**src/hdl/fszm_pkg.sv**
```systemverilog
// Shared types and constants for the fuzzy S/Z membership block.
// No dependencies; compiled first.
package fszm_pkg;

   // Default sizes
   localparam int SAMPLE_WIDTH_DEF  = 16;
   localparam int FRACTION_BITS_DEF = 15;
   // Extra quotient bits kept below the output fraction
   localparam int GUARD_BITS        = 4;
   // Result field width is fixed
   localparam int DEGREE_WIDTH      = 16;

   // Control register indexes
   localparam int CSR_INDEX_WIDTH = 2;
   localparam logic [CSR_INDEX_WIDTH-1:0] CSR_LOWER_EDGE   = 2'd0;
   localparam logic [CSR_INDEX_WIDTH-1:0] CSR_CENTER_POINT = 2'd1;
   localparam logic [CSR_INDEX_WIDTH-1:0] CSR_UPPER_EDGE   = 2'd2;
   localparam logic [CSR_INDEX_WIDTH-1:0] CSR_SHAPE_SELECT = 2'd3;

   // Reset values of the control registers
   localparam int LOWER_EDGE_RST   = 0;
   localparam int CENTER_POINT_RST = 128;
   localparam int UPPER_EDGE_RST   = 256;
   localparam logic SHAPE_SELECT_RST = 1'b1;

   // Which piece of the S curve a sample falls on
   localparam logic [1:0] MODE_ZERO = 2'd0;
   localparam logic [1:0] MODE_ONE  = 2'd1;
   localparam logic [1:0] MODE_RISE = 2'd2;
   localparam logic [1:0] MODE_FALL = 2'd3;

   // Per-request control that rides along the pipeline
   typedef struct packed {
      logic [1:0] mode;
      logic       shape;  // 1: S curve, 0: Z curve
      logic       sat;    // distance at or beyond the width
   } fszm_side_type;

endpackage

```
**src/hdl/fszm_if.sv**
```systemverilog
// Request and response channel interfaces (valid/ready handshake).
// Depends on fszm_pkg.
interface fszm_req_if #(
   parameter int SAMPLE_WIDTH = fszm_pkg::SAMPLE_WIDTH_DEF
);
   logic                           valid;
   logic                           ready;
   logic signed [SAMPLE_WIDTH-1:0] sample;

   modport source (output valid, output sample, input ready);
   modport sink   (input valid, input sample, output ready);
endinterface

interface fszm_rsp_if;
   import fszm_pkg::*;

   logic                    valid;
   logic                    ready;
   logic [DEGREE_WIDTH-1:0] degree;

   modport source (output valid, output degree, input ready);
   modport sink   (input valid, input degree, output ready);
endinterface

```
**src/hdl/fszm_div_step.sv**
```systemverilog
// One registered stage of the restoring divider: produces one quotient bit.
// Depends on fszm_pkg for the sideband type.
module fszm_div_step #(
   parameter int DIV_WIDTH  = fszm_pkg::SAMPLE_WIDTH_DEF,
   parameter int QUOT_WIDTH = fszm_pkg::FRACTION_BITS_DEF + fszm_pkg::GUARD_BITS
) (
   input  logic                    clock,
   input  logic                    load,
   input  logic [DIV_WIDTH-1:0]    rem_in,
   input  logic [QUOT_WIDTH-1:0]   quot_in,
   input  logic [DIV_WIDTH-1:0]    div_in,
   input  fszm_pkg::fszm_side_type side_in,
   output logic [DIV_WIDTH-1:0]    rem_out,
   output logic [QUOT_WIDTH-1:0]   quot_out,
   output logic [DIV_WIDTH-1:0]    div_out,
   output fszm_pkg::fszm_side_type side_out
);
   import fszm_pkg::*;

   logic [DIV_WIDTH:0]     rem_shift;
   logic                   take;
   logic [DIV_WIDTH:0]     rem_diff;
   logic [DIV_WIDTH-1:0]   rem_in_next;
   logic [QUOT_WIDTH-1:0]  quot_in_next;

   logic [DIV_WIDTH-1:0]   rem_ff;
   logic [QUOT_WIDTH-1:0]  quot_ff;
   logic [DIV_WIDTH-1:0]   div_ff;
   fszm_side_type          side_ff;

   // Shift in a zero, subtract the divisor where it fits
   always_comb begin
      rem_shift    = {rem_in, 1'b0};
      take         = (rem_shift >= {1'b0, div_in});
      rem_diff     = rem_shift - {1'b0, div_in};
      rem_in_next  = take ? rem_diff[DIV_WIDTH-1:0] : rem_shift[DIV_WIDTH-1:0];
      quot_in_next = {quot_in[QUOT_WIDTH-2:0], take};
   end

   // Payload only; valid bits live in the top level
   always_ff @(posedge clock) begin
      if (load) begin
         rem_ff  <= rem_in_next;
         quot_ff <= quot_in_next;
         div_ff  <= div_in;
         side_ff <= side_in;
      end
   end

   assign rem_out  = rem_ff;
   assign quot_out = quot_ff;
   assign div_out  = div_ff;
   assign side_out = side_ff;

endmodule

```
**src/hdl/fuzzy_s_z_membership.sv**
```systemverilog
// Fuzzy S/Z membership: quadratic S curve or mirrored Z curve, Q1.15 result.
// Depends on fszm_pkg, fszm_if (channel interfaces) and fszm_div_step.
//
//   channel   dir   handshake        payload
//   req_chan  in    valid / ready    sample (signed, SAMPLE_WIDTH)
//   rsp_chan  out   valid / ready    degree (unsigned Q1.15, 16 bits)
//   csr_*     in    write enable     index (2 bits), data (SAMPLE_WIDTH)
//
// The pipeline has one decode stage, one restoring divider stage per quotient
// bit, a square stage and an output stage. One request is taken every cycle
// unless every stage is full and the output is stalled.
// Reset (synchronous) clears all valid bits and loads the register defaults.
// A stalled output holds its result; stages behind it keep filling until full.
module fuzzy_s_z_membership #(
   parameter int SAMPLE_WIDTH  = fszm_pkg::SAMPLE_WIDTH_DEF,
   parameter int FRACTION_BITS = fszm_pkg::FRACTION_BITS_DEF
) (
   input  logic                                 clock,
   input  logic                                 reset,
   fszm_req_if.sink                             req_chan,
   fszm_rsp_if.source                           rsp_chan,
   input  logic                                 csr_write_enable,
   input  logic [fszm_pkg::CSR_INDEX_WIDTH-1:0] csr_index,
   input  logic [SAMPLE_WIDTH-1:0]              csr_write_data
);
   import fszm_pkg::*;

   localparam int QW     = FRACTION_BITS + GUARD_BITS;  // quotient bits
   localparam int PW     = 2 * QW;                      // square width
   localparam int SHIFT  = FRACTION_BITS + 2 * GUARD_BITS - 1;
   localparam int TW     = PW + 1 - SHIFT;              // term width, F+2
   localparam int SW     = FRACTION_BITS + 1;           // degree before mask
   localparam int EXT_W  = (SW > DEGREE_WIDTH) ? SW : DEGREE_WIDTH;
   localparam int STAGES = QW + 3;
   localparam int SQ_ST  = QW + 1;
   localparam int OUT_ST = QW + 2;

   localparam logic [PW:0]   ROUND_C = (PW + 1)'(1) << (SHIFT - 1);
   localparam logic [TW-1:0] ONE_T   = TW'(1) << FRACTION_BITS;
   localparam logic [SW-1:0] ONE_S   = SW'(1) << FRACTION_BITS;

   // ---------------- control registers ----------------
   logic signed [SAMPLE_WIDTH-1:0] lower_edge_ff;
   logic signed [SAMPLE_WIDTH-1:0] center_point_ff;
   logic signed [SAMPLE_WIDTH-1:0] upper_edge_ff;
   logic                           shape_select_ff;

   always_ff @(posedge clock) begin
      if (reset) begin
         lower_edge_ff   <= SAMPLE_WIDTH'(LOWER_EDGE_RST);
         center_point_ff <= SAMPLE_WIDTH'(CENTER_POINT_RST);
         upper_edge_ff   <= SAMPLE_WIDTH'(UPPER_EDGE_RST);
         shape_select_ff <= SHAPE_SELECT_RST;
      end else if (csr_write_enable) begin
         case (csr_index)
            CSR_LOWER_EDGE:   lower_edge_ff   <= csr_write_data;
            CSR_CENTER_POINT: center_point_ff <= csr_write_data;
            CSR_UPPER_EDGE:   upper_edge_ff   <= csr_write_data;
            CSR_SHAPE_SELECT: shape_select_ff <= csr_write_data[0];
            default: ;
         endcase
      end
   end

   // ---------------- flow control ----------------
   // A stage moves when any stage at or after it is empty, or the output drains.
   logic [STAGES-1:0] valid_ff;
   logic [STAGES-1:0] adv;

   for (genvar k = 0; k < STAGES; k++) begin : g_adv
      assign adv[k] = rsp_chan.ready || !(&valid_ff[STAGES-1:k]);
   end

   always_ff @(posedge clock) begin
      if (reset) begin
         valid_ff <= '0;
      end else begin
         if (adv[0]) begin
            valid_ff[0] <= req_chan.valid;
         end
         for (int k = 1; k < STAGES; k++) begin
            if (adv[k]) begin
               valid_ff[k] <= valid_ff[k-1];
            end
         end
      end
   end

   assign req_chan.ready = adv[0];

   // ---------------- stage 0: piece decode ----------------
   logic signed [SAMPLE_WIDTH:0] x_ext, lo_ext, mid_ext, hi_ext;
   logic [SAMPLE_WIDTH:0]        x_minus_lo, hi_minus_x, hi_minus_lo;
   logic [SAMPLE_WIDTH-1:0]      dist_in;
   fszm_side_type                side_a_in;

   logic [SAMPLE_WIDTH-1:0]      dist_a_ff;
   logic [SAMPLE_WIDTH-1:0]      width_a_ff;
   fszm_side_type                side_a_ff;

   always_comb begin
      x_ext   = {req_chan.sample[SAMPLE_WIDTH-1], req_chan.sample};
      lo_ext  = {lower_edge_ff[SAMPLE_WIDTH-1], lower_edge_ff};
      mid_ext = {center_point_ff[SAMPLE_WIDTH-1], center_point_ff};
      hi_ext  = {upper_edge_ff[SAMPLE_WIDTH-1], upper_edge_ff};
      x_minus_lo  = x_ext - lo_ext;
      hi_minus_x  = hi_ext - x_ext;
      hi_minus_lo = hi_ext - lo_ext;

      side_a_in.shape = shape_select_ff;
      side_a_in.sat   = 1'b0;
      dist_in         = x_minus_lo[SAMPLE_WIDTH-1:0];
      if (x_ext <= lo_ext) begin
         side_a_in.mode = MODE_ZERO;
      end else if (hi_ext <= lo_ext) begin
         // empty or reversed span: plain step
         side_a_in.mode = MODE_ONE;
      end else if (x_ext <= mid_ext) begin
         side_a_in.mode = MODE_RISE;
      end else if (x_ext < hi_ext) begin
         side_a_in.mode = MODE_FALL;
         dist_in        = hi_minus_x[SAMPLE_WIDTH-1:0];
      end else begin
         side_a_in.mode = MODE_ONE;
      end
   end

   always_ff @(posedge clock) begin
      if (adv[0]) begin
         dist_a_ff  <= dist_in;
         width_a_ff <= hi_minus_lo[SAMPLE_WIDTH-1:0];
         side_a_ff  <= side_a_in;
      end
   end

   // ---------------- divider: ratio = dist * 2^QW / width ----------------
   logic [SAMPLE_WIDTH-1:0] rem_s  [0:QW];
   logic [QW-1:0]           quot_s [0:QW];
   logic [SAMPLE_WIDTH-1:0] div_s  [0:QW];
   fszm_side_type           side_s [0:QW];

   // distance at or past the width saturates; flagged beside the first step
   always_comb begin
      rem_s[0]      = dist_a_ff;
      quot_s[0]     = '0;
      div_s[0]      = width_a_ff;
      side_s[0]     = side_a_ff;
      side_s[0].sat = (dist_a_ff >= width_a_ff);
   end

   for (genvar k = 0; k < QW; k++) begin : g_div
      fszm_div_step #(
         .DIV_WIDTH  (SAMPLE_WIDTH),
         .QUOT_WIDTH (QW)
      ) u_step (
         .clock    (clock),
         .load     (adv[k+1]),
         .rem_in   (rem_s[k]),
         .quot_in  (quot_s[k]),
         .div_in   (div_s[k]),
         .side_in  (side_s[k]),
         .rem_out  (rem_s[k+1]),
         .quot_out (quot_s[k+1]),
         .div_out  (div_s[k+1]),
         .side_out (side_s[k+1])
      );
   end

   // ---------------- square stage ----------------
   logic [PW-1:0]  square_ff;
   fszm_side_type  side_p_ff;

   always_ff @(posedge clock) begin
      if (adv[SQ_ST]) begin
         square_ff <= quot_s[QW] * quot_s[QW];
         side_p_ff <= side_s[QW];
      end
   end

   // ---------------- output stage: round, clamp, mirror ----------------
   logic [PW:0]     round_sum;
   logic [TW-1:0]   term;
   logic [SW-1:0]   s_val;
   logic [SW-1:0]   deg_q;
   logic [EXT_W-1:0] deg_ext;
   logic [DEGREE_WIDTH-1:0] degree_ff;

   always_comb begin
      round_sum = {1'b0, square_ff} + ROUND_C;
      term      = round_sum[PW:SHIFT];
      case (side_p_ff.mode)
         MODE_ZERO: s_val = '0;
         MODE_ONE:  s_val = ONE_S;
         MODE_RISE: s_val = (side_p_ff.sat || term > ONE_T) ? ONE_S : term[SW-1:0];
         MODE_FALL: s_val = (side_p_ff.sat || term >= ONE_T) ? '0 :
                            ONE_S - term[SW-1:0];
         default:   s_val = '0;
      endcase
      deg_q   = side_p_ff.shape ? s_val : ONE_S - s_val;
      deg_ext = EXT_W'(deg_q);
   end

   always_ff @(posedge clock) begin
      if (adv[OUT_ST]) begin
         degree_ff <= deg_ext[DEGREE_WIDTH-1:0];
      end
   end

   assign rsp_chan.valid  = valid_ff[OUT_ST];
   assign rsp_chan.degree = degree_ff;

   // ---------------- assertions ----------------
   // an accepted request shows up in the decode stage
   a_accept_enters: assert property (@(posedge clock) disable iff (reset)
      (req_chan.valid && req_chan.ready) |=> valid_ff[0])
      else $error("accepted request missing from decode stage");

   // back-pressure only when every stage is full and the output is blocked
   a_ready_low_full: assert property (@(posedge clock) disable iff (reset)
      !req_chan.ready |-> ((&valid_ff) && !rsp_chan.ready))
      else $error("request refused with room in the pipeline");

   // a held divider stage keeps its quotient
   a_div_hold: assert property (@(posedge clock) disable iff (reset)
      (valid_ff[QW] && !adv[QW]) |=> (valid_ff[QW] && $stable(quot_s[QW])))
      else $error("stalled divider stage changed");

   // degree never exceeds one before masking
   a_degree_range: assert property (@(posedge clock) disable iff (reset)
      valid_ff[SQ_ST] |-> (deg_q <= ONE_S))
      else $error("degree above one");

endmodule

```
**src/flat_wrapper.sv**
```systemverilog
// flat-port wrapper written by rule: the top's interface ports become plain ports
module fuzzy_s_z_membership_flat import fszm_pkg::*;
#(
   parameter int SAMPLE_WIDTH  = fszm_pkg::SAMPLE_WIDTH_DEF,
   parameter int FRACTION_BITS = fszm_pkg::FRACTION_BITS_DEF
)
  (clock, reset, csr_write_enable, csr_index, csr_write_data, req_chan_valid, req_chan_sample, req_chan_ready, rsp_chan_valid, rsp_chan_degree, rsp_chan_ready);
  fszm_req_if #(.SAMPLE_WIDTH(SAMPLE_WIDTH)) req_chan_i ();
  fszm_rsp_if rsp_chan_i ();
  input  logic clock;
  input  logic reset;
  input  logic csr_write_enable;
  input  logic [fszm_pkg::CSR_INDEX_WIDTH-1:0] csr_index;
  input  logic [SAMPLE_WIDTH-1:0] csr_write_data;
  input wire logic [$bits(req_chan_i.valid)-1:0] req_chan_valid;
  input wire logic [$bits(req_chan_i.sample)-1:0] req_chan_sample;
  output wire logic [$bits(req_chan_i.ready)-1:0] req_chan_ready;
  output wire logic [$bits(rsp_chan_i.valid)-1:0] rsp_chan_valid;
  output wire logic [$bits(rsp_chan_i.degree)-1:0] rsp_chan_degree;
  input wire logic [$bits(rsp_chan_i.ready)-1:0] rsp_chan_ready;
  assign req_chan_i.valid = req_chan_valid;
  assign req_chan_i.sample = req_chan_sample;
  assign req_chan_ready = req_chan_i.ready;
  assign rsp_chan_valid = rsp_chan_i.valid;
  assign rsp_chan_degree = rsp_chan_i.degree;
  assign rsp_chan_i.ready = rsp_chan_ready;
  fuzzy_s_z_membership #(.SAMPLE_WIDTH(SAMPLE_WIDTH), .FRACTION_BITS(FRACTION_BITS)) u_core (.clock(clock), .reset(reset), .req_chan(req_chan_i), .rsp_chan(rsp_chan_i), .csr_write_enable(csr_write_enable), .csr_index(csr_index), .csr_write_data(csr_write_data));
endmodule
```
**config.mk**
```make
export PLATFORM = sky130hd
export DESIGN_NAME = fuzzy_s_z_membership_flat
export DESIGN_NICKNAME = d
export VERILOG_FILES = /design/src/hdl/fszm_pkg.sv /design/src/hdl/fszm_if.sv /design/src/hdl/fszm_div_step.sv /design/src/hdl/fuzzy_s_z_membership.sv /design/src/flat_wrapper.sv
export SDC_FILE = /design/constraint.sdc
export NUM_CORES = 2
export LEC_CHECK = 0
export BUFFER_PORTS_ARGS = -buffer_cell sky130_fd_sc_hd__buf_2
export CAP_MARGIN = 40
export CORE_MARGIN = 1.5
export CORE_UTILIZATION = 34
export CTS_CLUSTER_DIAMETER = 120
export DETAILED_ROUTE_END_ITERATION = 8
export RECOVER_POWER = 100
export SLEW_MARGIN = 20
export SYNTH_ARGS = -nofsm -noshare
export SYNTH_HDL_FRONTEND = slang
export SYNTH_SLANG_ARGS = --single-unit
export TNS_END_PERCENT = 10
```
**constraint.sdc**
```tcl
create_clock -name clock -period 17.3 [get_ports clock]
set_clock_uncertainty 0.05 [all_clocks]
set_input_delay 0.865 -clock clock [delete_from_list [all_inputs] [get_ports clock]]
set_output_delay 0.865 -clock clock [all_outputs]
set_load 0.05 [all_outputs]
```
==> impl_results.md <==
- Post-synth top flop: edfxtp_1
- Total GRT Usage: 0.140
- Top-area cell type share of the netlist area: 0.451
- EDFF count, synth: just over 900
- Area of the multi-input gates: 0.0283 mm²
- Initial antenna violation count: 0
- Worst Hold End: u_core.g_div[14].u_step.side_out[3]$_DFFE_PP_
- Number of global-route vias before repair: 39100
- Number of synthesis warnings: 0
- Die ar.: ~0.18 mm²
- Post-Route WL: approximately 130 mm
- Commonest non-fill, non-tap cell in the layout: edfxtp_1
- Area Overhead vs Synth: 10.4%
- Largest net degree at the start of global routing: 55
- DR vias: just under 40000
- Final Setup Violations: 0
- Register area: 0.0289 mm²
- R2r startpoint: u_core.g_div[18].u_step.quot_out[4]$_DFFE_PP_
- Seq/Total Area, Yosys: 0.474
- Buffers added on ports: between 50 and 60
- Crit path max fanout: 19
- Post-CTS Hold Fix Bufs: 0
- Num CTS Buffers: approximately 100
- Post-synthesis register bit count: 985
- Worst-Skew Late Latency: just over 0.7 ns
- Crit. End Element: flop
- Grt total ovfl: 0
- Setup TNS: 0 ns
- Max_cap viols: 20
- First-pass GRT wire length: just over 200 mm
- Synth top area cells: edfxtp_1 (45%), ha_1 (10%), fa_1 (8.9%), inv_1 (5.3%), xnor2_1 (2.7%)
- Distinct cell type count after synthesis: 84
- Layout cell share with drive strength beyond 1: 0.0605
- Initial core utilization: 0.342
- Hold Startpoint: u_core.g_div[13].u_step.side_out[3]$_DFFE_PP_
- Slew headroom: -0.985
- Clk sinks: approximately 990
- Root Buffer: clkbuf_16
- RSZ-0062 raised after global routing: false
- Initial DRC count: roughly 2300
- Final period utilization: 0.433
- R2r setup slk: approximately 9.8 ns
- Detailed-route DRC error count: 0
- Post-cts sizing count: 0
- Syn_nets: between 6000 and 7000
- Worst min path class: flop to flop
- Crit path arrival time: between 7 and 8 ns
- Clock Path Buffers: 3
- First-pass iteration count of the detailed router: 5
- H-tree depth: 3
- Setup bufs post-CTS: 0
- Synthesized cell area: a little over 0.06 mm²
- Startpoint Class: flop
- Cell taking the most area after synthesis: edfxtp_1
- Asr flop ratio synth: 0
- Drt wl/cell: around 16 µm
- Synth Area per Inst: around 11 µm²
- Post-Syn Instances: approximately 5500
- Worst flop-to-flop path endpoint: u_core.square_ff[35]$_DFFE_PP_
- Antenna-violating nets left: 0
- Violated checks: capacitance limit, slew limit
- CTS tree: built
- Hold depth: 0
- Width of the die: 426 µm
- Fin crit period: roughly 7.5 ns
- FMAX: 0.134 GHz
- Commonest non-fill, non-tap cells in the layout: edfxtp_1 (914), inv_1 (861), ha_1 (507)
- Critical path class: flop to flop
- Status: finished with violations
- Worst-margin pin slew: approximately 3.0 ns
- Clk pin slew, worst setup/hold paths: roughly 0.060 ns
- Final RePlAce weighted congestion: slightly below 0.9
- Total core area: roughly 0.18 mm²
- HPWL after DPL: 99.3 mm
- Final Hold Viols: 0
- Nets@finish: 6380
- Crit path required time: roughly 18 ns
- Reg2Reg Depth: 21
- Die Y: 426 µm
- # rows: ~160
- Routed vias/inst: 4.84
- Top Ports: 57
- Final Max Slew Viols: around 800
- Fill cell count: 17300
==> cells in the mapped netlist, drive strengths merged (16+ instances only) <==
cell / count
edfxtp: 914
clkbuf: 82
a21oi: 329
nand4: 88
xnor2: 190
inv: 862
a31oi: 22
a211oi: 33
nand2b: 49
fa: 270
o31ai: 24
dfxtp: 71
nor3: 110
and3: 17
or3: 46
o21ai: 191
a21o: 92
or2: 16
xor2: 109
ha: 507
and2: 92
nand2: 376
o211ai: 18
a21boi: 37
nand3: 90
nor2b: 82
nor2: 367
buf: 24
o21a: 29
mux2i: 28
nor4: 31
mux2: 123
o41ai: 17
==> through the flow <==
stage | util | hold WS, ns | instances | setup slack [ns] | cell area [µm²]
after floorplan | - | 0.350 | 5471 | 10.25 | 60900
after global placement | 0.359 | 0.350 | 7797 | 9.93 | 63900
after detailed placement | 0.360 | 0.355 | 7814 | 9.88 | 64200
after CTS | 0.380 | 0.298 | 8005 | 9.82 | 67700
after global routing | 0.377 | 0.317 | 8005 | 9.20 | 67200
final | 0.377 | 0.345 | 8006 | 9.81 | 67200
==> worst max path at each step <==
stage / from / to / slack, ns / depth (start not counted)
global route: u_core.valid_ff[21]$_SDFFE_PP0P_ / u_core.g_div[9].u_step.div_out[0]$_DFFE_PP_ / 9.20 / 10
CTS: u_core.g_div[18].u_step.quot_out[4]$_DFFE_PP_ / u_core.square_ff[37]$_DFFE_PP_ / 9.82 / 21
detailed placement: u_core.g_div[18].u_step.quot_out[4]$_DFFE_PP_ / u_core.square_ff[37]$_DFFE_PP_ / 9.88 / 21
global placement: u_core.g_div[18].u_step.quot_out[4]$_DFFE_PP_ / u_core.square_ff[37]$_DFFE_PP_ / 9.93 / 21
floorplan: rsp_chan_ready / req_chan_ready / 10.25 / 9
finish: u_core.g_div[18].u_step.quot_out[4]$_DFFE_PP_ / u_core.square_ff[35]$_DFFE_PP_ / 9.81 / 21
==> state kept, by name, summed over array words and instances (netlist names) <==
name,flops
u_core.width_a_ff,16
u_core.upper_edge_ff,16
u_core.lower_edge_ff,16
u_core.center_point_ff,16
u_core.valid_ff,22
u_core.square_ff,17
u_core.rsp_chan.degree,16
u_core.g_div.u_step.side_out,76
u_core.g_div.u_step.rem_out,288
u_core.g_div.u_step.div_out,288
u_core.side_a_ff,3
u_core.g_div.u_step.quot_out,190
u_core.side_p_ff,4
u_core.dist_a_ff,16
u_core.shape_select_ff,1
==> area by class of cell <==
type                    count  share of cell area
clock inverters            68             0.00996
repair buffers             94             0.00612
inverters                 862              0.0481
flip-flops and latches    985               0.429
well taps                2355              0.0438
clock buffers             123              0.0413
diodes                      1           0.0000372
multi-input cells        3518               0.421
==> layer usage <==
metal  wire length (µm)  track usage
met5                  0            0
met4               3760       0.0446
met3               4520       0.0193
met2              63400        0.249
met1              55600        0.174
==> kinds of logic after synthesis <==
| family | count (synthesis) | synth area share |
|---|---|---|
| DFF | 985 | 0.474 |
| xor gates and xnor gates | 299 | 0.0430 |
| muxes | 151 | 0.0274 |
| buffers and inverters | 968 | 0.0602 |
| and+or+nand+nor | 1387 | 0.110 |
| adders and majority gates | 777 | 0.193 |
| AOI/OAI and AO/OA | 904 | 0.0928 |
==> critical path, cell delays in order (launching register included) <==
cell and delay, ns:
edfxtp_1 0.89, nand2_1 0.18, fa_1 0.63, inv_1 0.07, fa_1 0.48, fa_1 0.55
fa_1 0.54, fa_1 0.57, inv_1 0.06, fa_1 0.53, inv_1 0.04, ha_1 0.39
nand4_1 0.13, a211o_1 0.26, nor2_1 0.10, a31oi_1 0.11, a31oi_1 0.42, a41oi_1 0.33
o31a_1 0.36, o211ai_1 0.26, nand2_1 0.14, xnor2_1 0.15
Power is not shown: default switching activity piles up to over one toggle a cycle in this logic, so the estimate is an artifact.
